--- src/rtl/wdraw_mod.sv ---
// ----------------------------------------------------------------------------
// wdraw_mod: iterative 32-bit unsigned modulo
// Restoring division, one quotient bit per cycle.
// ----------------------------------------------------------------------------
module wdraw_mod (
    input  logic        clk,
    input  logic        rst_n,
    input  logic        start,
    input  logic [31:0] dividend,
    input  logic [31:0] divisor,
    output logic        done,
    output logic [31:0] remainder
);
    logic [31:0] num_reg, num_next;
    logic [31:0] den_reg, den_next;
    logic [32:0] rem_reg, rem_next;
    logic [5:0]  cnt_reg, cnt_next;
    logic        busy_reg, busy_next;
    logic        done_reg, done_next;
    logic [32:0] shifted;

    assign shifted   = {rem_reg[31:0], num_reg[31]};
    assign done      = done_reg;
    assign remainder = rem_reg[31:0];

    always_comb
    begin
        num_next  = num_reg;
        den_next  = den_reg;
        rem_next  = rem_reg;
        cnt_next  = cnt_reg;
        busy_next = busy_reg;
        done_next = 1'b0;
        if (start)
        begin
            num_next  = dividend;
            den_next  = divisor;
            rem_next  = '0;
            cnt_next  = 6'd32;
            busy_next = 1'b1;
        end
        else if (busy_reg)
        begin
            num_next = {num_reg[30:0], 1'b0};
            if (shifted >= {1'b0, den_reg})
            begin
                rem_next = shifted - {1'b0, den_reg};
            end
            else
            begin
                rem_next = shifted;
            end
            cnt_next = cnt_reg - 6'd1;
            if (cnt_reg == 6'd1)
            begin
                busy_next = 1'b0;
                done_next = 1'b1;
            end
        end
    end

    always_ff @(posedge clk or negedge rst_n)
    begin
        if (!rst_n)
        begin
            busy_reg <= 1'b0;
            done_reg <= 1'b0;
            cnt_reg  <= '0;
        end
        else
        begin
            busy_reg <= busy_next;
            done_reg <= done_next;
            cnt_reg  <= cnt_next;
        end
    end

    always_ff @(posedge clk)
    begin
        num_reg <= num_next;
        den_reg <= den_next;
        rem_reg <= rem_next;
    end
endmodule

--- config.mk ---
export PLATFORM = sky130hd
export DESIGN_NAME = wdraw_mod
export DESIGN_NICKNAME = d
export VERILOG_FILES = /design/src/rtl/wdraw_mod.sv
export SDC_FILE = /design/constraint.sdc
export NUM_CORES = 1
export LEC_CHECK = 0
export ABC_AREA = 1
export ABC_CLOCK_PERIOD_IN_PS = 1800
export BUFFER_PORTS_ARGS = -buffer_cell sky130_fd_sc_hd__buf_2
export CELL_PAD_IN_SITES_DETAIL_PLACEMENT = 1
export CELL_PAD_IN_SITES_GLOBAL_PLACEMENT = 2
export CORE_MARGIN = 2
export CORE_UTILIZATION = 29
export CTS_CLUSTER_SIZE = 14
export DETAILED_ROUTE_END_ITERATION = 8
export PLACE_DENSITY_LB_ADDON = 0.1
export SLEW_MARGIN = 20
export SYNTH_ARGS = -nofsm -noshare
export SYNTH_HDL_FRONTEND = slang
export SYNTH_SLANG_ARGS = --single-unit
--- constraint.sdc ---
create_clock -name clk -period 1.8 [get_ports clk]
set_input_delay 0.18 -clock clk [delete_from_list [all_inputs] [get_ports clk]]
set_output_delay 0.18 -clock clk [all_outputs]
set_load 0.1 [all_outputs]
==> results_dict.tcl, run 1 <==
set metrics [dict create \
    result_of_the_run "finished, violations left" \
    violations "negative setup slack" \
    cp_cell_sequence "inv_1 > ha_4 > nand2_4 > nor2_4 > nand2_2 > nor2_4 > nand3b_1 > nand3_2 > nor2_4 > buf_12 > buf_12 > buf_8 > nand3b_1 > nand3_2 > nand2_2" \
    hp-class "in2reg" \
    detailedRoute.firstPassIterationCount 4 \
    synthesis.area_sq_um 6812 \
    path_common_cell "sky130_fd_sc_hd__nor2_4" \
    max_clock_skew_ns 0.01154 \
    finalHoldViolations 0 \
    r2r_cells 15 \
    synth_fp_nets 1076 \
    cts-root-to-sink-buffers 2 \
    avgSynthCellArea_sq_um 6.993 \
    pin_count 100 \
    timing.final.ws_setup_ns -0.2782 \
    cts.root.buffer_cell "sky130_fd_sc_hd__clkbuf_16" \
    via_count 6900 \
    rsz0062_at_grt "yes" \
    drt-vias-per-instance 4.373 \
    worst_setup_hold_path_clk_slew_ns 0.08 \
    crit_fanout 6 \
    detail-route-antenna-nets 0 \
    core_region_area_sq_um 23260 \
    cts_tree "built" \
    initial_utilization 0.2928 \
    vias_in_the_first_global_route 7050 \
    fmax_mhz 481.2 \
    grt_start_max_net_pins 36 \
    synth-seq-cells 104 \
    cts_max_level 3 \
    power.share.clock 0.328 \
    power.static_leakage_nw 5.506 \
    worst_slew_pin_slew_ns 0.5703 \
    finish.cell_count_without_fillers 1578 \
    sw_frac_of_total 0.3059 \
    final_hold_slack_ns 0.07725 \
    final_design_area_no_fill_sq_um 10570 \
    crit_type "reg2reg" \
    detailedPlace.worstSlack_ns -0.4647 \
    ys_types 32 \
    share_comb_of_total_power 0.226 \
    synthesis.instances 974 \
    post-synth-top-area-cell "sky130_fd_sc_hd__edfxtp_1" \
    grt_overflow 0 \
    hpwl_microns 17720 \
    sequential_fraction_of_the_synthesis_area 0.4056 \
    min_period_over_period 1.155 \
    seqPwrFrac 0.446 \
    power_density_nw_per_um2 587.0 \
    max_cap_viols 0 \
    drive_gt1_frac 0.3868 \
    floorplan.die_area_sq_um 24730 \
    synth_warnings 0 \
    synth_top_cell_area_share 0.2821 \
    totalPowerFinal_w 0.006207 \
    post_synth_main_area_contributors "sky130_fd_sc_hd__edfxtp_1 28%, sky130_fd_sc_hd__nand2_1 24%, sky130_fd_sc_hd__dfxtp_1 9.4%" \
    routabilityCongestion 0.8505 \
    total_switching_power_w 0.001899 \
    numClockSinks 104 \
    slew_violations 0 \
    layout_min_cycle_time_ns 2.078 \
    wire_per_inst_microns 14.90 \
    chipWidth_microns 157.3 \
    placement.cell_area_sq_um 9220 \
    port-buffer-count 99 \
    first_iter_violations 192 \
    timing.critical_path.to_type "flop" \
    remaining_drc_errors 0 \
    num-nets-final 1356 \
    slew-limit-headroom 0.6192 \
    grt_first_pass_wirelength_microns 36370 \
    crit_path_max_incr_delay_ns 0.34 \
    floorplan.die.height_microns 157.3 \
    worst_setup_path_start_kind "flop" \
    globalRouteTotalUtil 0.1909 \
    intPower_w 0.004308 \
    final-setup-viol-count 32 \
    antenna-diode-count 0 \
    ir_drop_worst_case_vdd_uv 373.0 \
    row_count 56 \
    syn2layout_area_growth_pct 55.24 \
    min_delay_path_depth 3 \
    grt_antenna_before_repair 0 \
    worst_skew_pair.late_latency_ns 0.37 \
    dp.cells 1513 \
    cpMaxStageDelayCell "sky130_fd_sc_hd__edfxtp_1" \
    wl_final_microns 23510 \
    timing.critical_path.arrival_ns 2.39 \
    crit_required_ns 2.11 \
    tritoncts.num_buffers 9 \
]
==> cell usage in the layout, fill, tap and decap left out, types with 2 or more instances in the layout <==
master                          count
sky130_fd_sc_hd__nor2_2            12
sky130_fd_sc_hd__buf_6              3
sky130_fd_sc_hd__clkbuf_16         12
sky130_fd_sc_hd__inv_1            138
sky130_fd_sc_hd__inv_6              2
sky130_fd_sc_hd__nand2_2           63
sky130_fd_sc_hd__buf_12             7
sky130_fd_sc_hd__buf_2             99
sky130_fd_sc_hd__dlygate4sd3_1     33
sky130_fd_sc_hd__dfrtp_1            8
sky130_fd_sc_hd__nand3_1           39
sky130_fd_sc_hd__nand3b_1          41
sky130_fd_sc_hd__buf_4            143
sky130_fd_sc_hd__nand2_4           12
sky130_fd_sc_hd__a21oi_2            6
sky130_fd_sc_hd__ha_1               3
sky130_fd_sc_hd__and2_1             2
sky130_fd_sc_hd__and2_4             2
sky130_fd_sc_hd__edfxtp_1          64
sky130_fd_sc_hd__nand2_1          371
sky130_fd_sc_hd__o21ai_0            6
sky130_fd_sc_hd__buf_8              2
sky130_fd_sc_hd__dfxtp_4           31
sky130_fd_sc_hd__inv_2             22
sky130_fd_sc_hd__nor3_4             2
sky130_fd_sc_hd__nor2_4             8
sky130_fd_sc_hd__a21oi_1           16
sky130_fd_sc_hd__nor2_1            27
sky130_fd_sc_hd__nand3_4            2
sky130_fd_sc_hd__nand2_8            2
sky130_fd_sc_hd__xnor2_1           13
sky130_fd_sc_hd__nand3_2           13
sky130_fd_sc_hd__nor3_1             5
sky130_fd_sc_hd__ha_4              31
sky130_fd_sc_hd__nand4_1            2
==> worst max-delay path, delay by kind of cell (launching register included) <==
| kind | cells | cell delay (ns) |
|---|---|---|
| AND/OR/NAND/NOR | 10 | 0.92 |
| buffers and inverters | 4 | 0.46 |
| flip-flops | 1 | 0.34 |
| adder cells (fa/ha/maj) | 1 | 0.30 |
==> path summary, 6_finish.rpt <==
check | end | start | slack (ns)
hold reg to reg | cnt_reg[4] | cnt_reg[4] | 0.49
hold / removal | num_reg[20] | dividend[20] | 0.08
setup reg to reg | rem_reg[20] | den_reg[16] | -0.28
setup / recovery | rem_reg[20] | den_reg[16] | -0.28
max in group asynchronous | cnt_reg[3] | rst_n | 1.46
min in group asynchronous | busy_reg | rst_n | 0.17
==> per-layer routing <==
layer | share of wire | up-vias | track usage
met5 | 0 | - | 0
met4 | 0.010 | 0 | 0.04156
met3 | 0.025 | 20 | 0.02588
met2 | 0.49 | 94 | 0.3394
met1 | 0.47 | 3221 | 0.2459
li1 | - | 3565 | -
==> through the flow <==
stage	setup TNS, ns	util
5_1_grt	-11.43	0.4546
3_3_place_gp	-10.77	0.3964
6_report	-7.640	0.4546
2_1_floorplan	-2.933	-
4_1_cts	-6.706	0.4358
3_5_place_dp	-11.52	0.3964
==> timing repair <==
item	4_1_cts	5_1_grt
setup endpoints to repair	32	32
gates cloned	1	4
setup buffers	4	7
hold endpoints to repair	40	0
pin swaps	12	41
hold buffers	33	0
resized for setup	68	92
==> power by group through the flow <==
stage / registers [W] / clock network [W] / logic (W)
after CTS: 0.00277 / 0.00212 / 0.00133
after detailed placement: 0.00282 / 0 / 0.00124
after floorplan: 0.00290 / 0 / 0.000634
final: 0.00277 / 0.00203 / 0.00140
after global placement: 0.00281 / 0 / 0.00122
after global routing: 0.00280 / 0.00219 / 0.00156
==> synth_stat cells <==
master and instances:
sky130_fd_sc_hd__nor2_4 1, sky130_fd_sc_hd__nand3_2 2, sky130_fd_sc_hd__fa_1 1, sky130_fd_sc_hd__nand2_1 442
sky130_fd_sc_hd__xnor2_1 14, sky130_fd_sc_hd__nor2_2 4, sky130_fd_sc_hd__clkbuf_1 13, sky130_fd_sc_hd__buf_6 3
sky130_fd_sc_hd__or2_2 1, sky130_fd_sc_hd__nor3_2 1, sky130_fd_sc_hd__dfxtp_1 32, sky130_fd_sc_hd__nor4_1 1
sky130_fd_sc_hd__buf_2 6, sky130_fd_sc_hd__edfxtp_1 64, sky130_fd_sc_hd__nand4_1 2, sky130_fd_sc_hd__o21bai_1 1
sky130_fd_sc_hd__nand3_1 52, sky130_fd_sc_hd__inv_1 158, sky130_fd_sc_hd__nor2_1 42, sky130_fd_sc_hd__dfrtp_1 8
sky130_fd_sc_hd__o22ai_1 1, sky130_fd_sc_hd__a211oi_1 1, sky130_fd_sc_hd__a21oi_1 23, sky130_fd_sc_hd__nand2_2 2
sky130_fd_sc_hd__o21ai_0 6, sky130_fd_sc_hd__nor3_1 7, sky130_fd_sc_hd__a21o_1 1, sky130_fd_sc_hd__ha_1 34
sky130_fd_sc_hd__nand2_4 4, sky130_fd_sc_hd__nand3b_1 41, sky130_fd_sc_hd__inv_2 2, sky130_fd_sc_hd__and2_1 4
==> layout make-up <==
| class | instances | area (sq um) |
|---|---|---|
| Inverter | 160 | 600.6 |
| Clock inverter | 7 | 65.06 |
| Tap cell | 319 | 399.1 |
| Timing Repair Buffer | 291 | 2206 |
| Multi-Input combinational cell | 688 | 4198 |
| Sequential cell | 104 | 2880 |
| Clock buffer | 9 | 225.2 |
| Fill cell | 2916 | 12690 |
==> cells by family after synthesis <==
family	Yosys count	share of synthesized area
simple gates	606	0.3808
fa+ha+maj	35	0.06539
flops	104	0.4056
compound gates	33	0.02553
buf+inv	182	0.1047
xor+xnor	14	0.01800
(Power assumes the default switching activity.)
==> run 2, diff against run 1 <==
--- a/config.mk
+++ b/config.mk
@@ -7,7 +7,7 @@
 export LEC_CHECK = 0
 export ABC_AREA = 1
 export ABC_CLOCK_PERIOD_IN_PS = 1800
-export BUFFER_PORTS_ARGS = -buffer_cell sky130_fd_sc_hd__buf_2
+export BUFFER_PORTS_ARGS = -buffer_cell sky130_fd_sc_hd__clkbuf_2
 export CELL_PAD_IN_SITES_DETAIL_PLACEMENT = 1
 export CELL_PAD_IN_SITES_GLOBAL_PLACEMENT = 2
 export CORE_MARGIN = 2
==> run 2 against run 1 <==
The run still ends with negative setup slack left; critical path depth unchanged; clock power up 7%; worst hold slack worse by 0.0071 ns; register-to-register slack worse by 0.02 ns; total power up 2.1%; global-route usage up 0.36 points; clock-buffer cell count unchanged; critical path type unchanged; utilization down 0.054 points; sequential share of layout area about the same; clock skew up 0.0033 ns; sequential power about the same.
==> results_dict.tcl, run 2 (same netlist as run 1, synthesis figures left out) <==
set metrics [dict create \
    seqPwrFrac 0.436 \
    grt_overflow 0 \
    power.static_leakage_nw 5.463 \
    worst_slew_pin_slew_ns 0.6107 \
    cts-root-to-sink-buffers 2 \
    cp_cell_sequence "inv_1 > ha_4 > nand2_2 > nor2_2 > nand2_2 > nor2_4 > nand3b_1 > nand3_2 > nor2_4 > buf_12 > nand2_8 > buf_12 > nand2_2 > nand3_2 > nand2_2" \
    timing.critical_path.to_type "flop" \
    worst_skew_pair.late_latency_ns 0.38 \
    numClockSinks 104 \
    initial_utilization 0.2928 \
    power.share.clock 0.343 \
    timing.critical_path.arrival_ns 2.36 \
    max_cap_viols 0 \
    max_clock_skew_ns 0.01483 \
    crit_path_max_incr_delay_ns 0.33 \
    slew-limit-headroom 0.5923 \
    path_common_cell "sky130_fd_sc_hd__nand2_2" \
    hold_path.startpoint "dividend[24]" \
    cpMaxStageDelayCell "sky130_fd_sc_hd__edfxtp_1" \
    floorplan.die_area_sq_um 24730 \
    row_count 56 \
    final_util 0.4540 \
    placement.cell_area_sq_um 9278 \
    cts.root.buffer_cell "sky130_fd_sc_hd__clkbuf_16" \
    critical_path.reg2reg.startpoint "den_reg[8]" \
    wl_final_microns 23500 \
    sw_frac_of_total 0.3153 \
    cpLargestDelayFamily "simple AND/OR/NAND/NOR gates" \
    rsz0062_at_grt "yes" \
    grt_start_max_net_pins 41 \
    hpwl_microns 17570 \
    layout_min_cycle_time_ns 2.097 \
    fmax_mhz 476.9 \
    vias_in_the_first_global_route 7149 \
    syn2layout_area_growth_pct 55.05 \
    chipWidth_microns 157.3 \
    drive_gt1_frac 0.3794 \
    result_of_the_run "finished, violations left" \
    first_iter_violations 238 \
    critical_path.reg2reg.endpoint "rem_reg[25]" \
    drt-vias-per-instance 4.343 \
    crit_buf_inv 3 \
    detailedRoute.firstPassIterationCount 4 \
    violations "negative setup slack" \
    port-buffer-count 99 \
    crit_type "reg2reg" \
    remaining_drc_errors 0 \
    crit_required_ns 2.07 \
    grt_first_pass_wirelength_microns 37200 \
    antenna-diode-count 0 \
    via_count 6858 \
    share_comb_of_total_power 0.220 \
    num-nets-final 1357 \
    globalRouteTotalUtil 0.1945 \
    detail-route-antenna-nets 0 \
    slew_violations 0 \
    grt_antenna_before_repair 0 \
    min_delay_path_depth 3 \
    r2r_cells 15 \
    timing.final.ws_setup_ns -0.2968 \
    min_period_over_period 1.165 \
    hp-class "in2reg" \
    worst_setup_hold_path_clk_slew_ns 0.09 \
    wire_per_inst_microns 14.88 \
    register_to_register_setup_slack_ns -0.30 \
    intPower_w 0.004338 \
    core_region_area_sq_um 23260 \
    hold_end "num_reg[24]" \
    final_hold_slack_ns 0.07012 \
    power_density_nw_per_um2 599.9 \
    pin_count 100 \
    cts_tree "built" \
    final-setup-viol-count 32 \
    cts_max_level 3 \
    ir_drop_worst_case_vdd_uv 388.1 \
    worst_setup_path_start_kind "flop" \
    top_library_cells_by_usage_in_the_layout_fill_and_taps_aside "373 x sky130_fd_sc_hd__nand2_1, 148 x sky130_fd_sc_hd__inv_1, 143 x sky130_fd_sc_hd__buf_4" \
    detailedPlace.worstSlack_ns -0.4227 \
    total_switching_power_w 0.001998 \
    layout_commonest_cell "sky130_fd_sc_hd__nand2_1" \
    floorplan.die.height_microns 157.3 \
    routabilityCongestion 0.8476 \
    tritoncts.num_buffers 9 \
    finalHoldViolations 0 \
    crit_fanout 6 \
    final_design_area_no_fill_sq_um 10560 \
]
## run 2: worst max path at each step
stage / from / to / slack (ns) / cells past startpoint
after floorplan: rem_reg[19] / rem_reg[10] / -0.11 / 14
after global placement: num_reg[31] / rem_reg[24] / -0.38 / 14
after detailed placement: num_reg[31] / rem_reg[30] / -0.42 / 14
after CTS: den_reg[23] / rem_reg[25] / -0.28 / 16
after global routing: den_reg[23] / rem_reg[27] / -0.41 / 15
final: den_reg[8] / rem_reg[25] / -0.30 / 15
## run 2: power groups by stage
stage / registers (W) / clock network (W) / logic [W]
after floorplan: 0.00290 / 0 / 0.000634
after CTS: 0.00277 / 0.00227 / 0.00136
after detailed placement: 0.00282 / 0 / 0.00125
after global placement: 0.00281 / 0 / 0.00124
after global routing: 0.00279 / 0.00233 / 0.00156
final: 0.00276 / 0.00218 / 0.00140
## run 2: per-stage QoR
| step | cells | TNS, ns | power [W] |
|---|---|---|---|
| after detailed placement | 1519 | -10.95 | 0.004066 |
| after global routing | 1579 | -12.66 | 0.006675 |
| after floorplan | 974 | -2.933 | 0.003531 |
| final | 1579 | -8.698 | 0.006336 |
| after global placement | 1519 | -10.09 | 0.004049 |
| after CTS | 1573 | -7.159 | 0.006399 |
## run 2: worst min-delay path, stage by stage
cell and delay [ns]:
sky130_fd_sc_hd__clkbuf_2 0.07, sky130_fd_sc_hd__nand2_1 0.04, sky130_fd_sc_hd__nand2_1 0.05
## run 2: repair_timing
action	4_1_cts	5_1_grt
cloned	1	3
endpoints found under the setup margin	32	32
endpoints found under the hold margin	40	0
hold buffers	33	0
buffers inserted	5	3
pin swaps	12	30
resized for setup	86	61
## run 2: routing by layer
metal | track usage | up-vias | part of all wire
met2 | 0.3464 | 90 | 0.50
met3 | 0.02753 | 14 | 0.036
met4 | 0.04329 | 0 | 0.010
met5 | 0 | - | 0
met1 | 0.2490 | 3192 | 0.45
li1 | - | 3562 | -
## run 2: layout make-up
cell class              count  area (sq um)
multi-input cells         688          4168
clock inverters             7         90.09
clock buffers               9         225.2
inverters                 160         600.6
fillers                  2911         12700
flip-flops and latches    104          2880
well taps                 319         399.1
repair buffers            292          2198
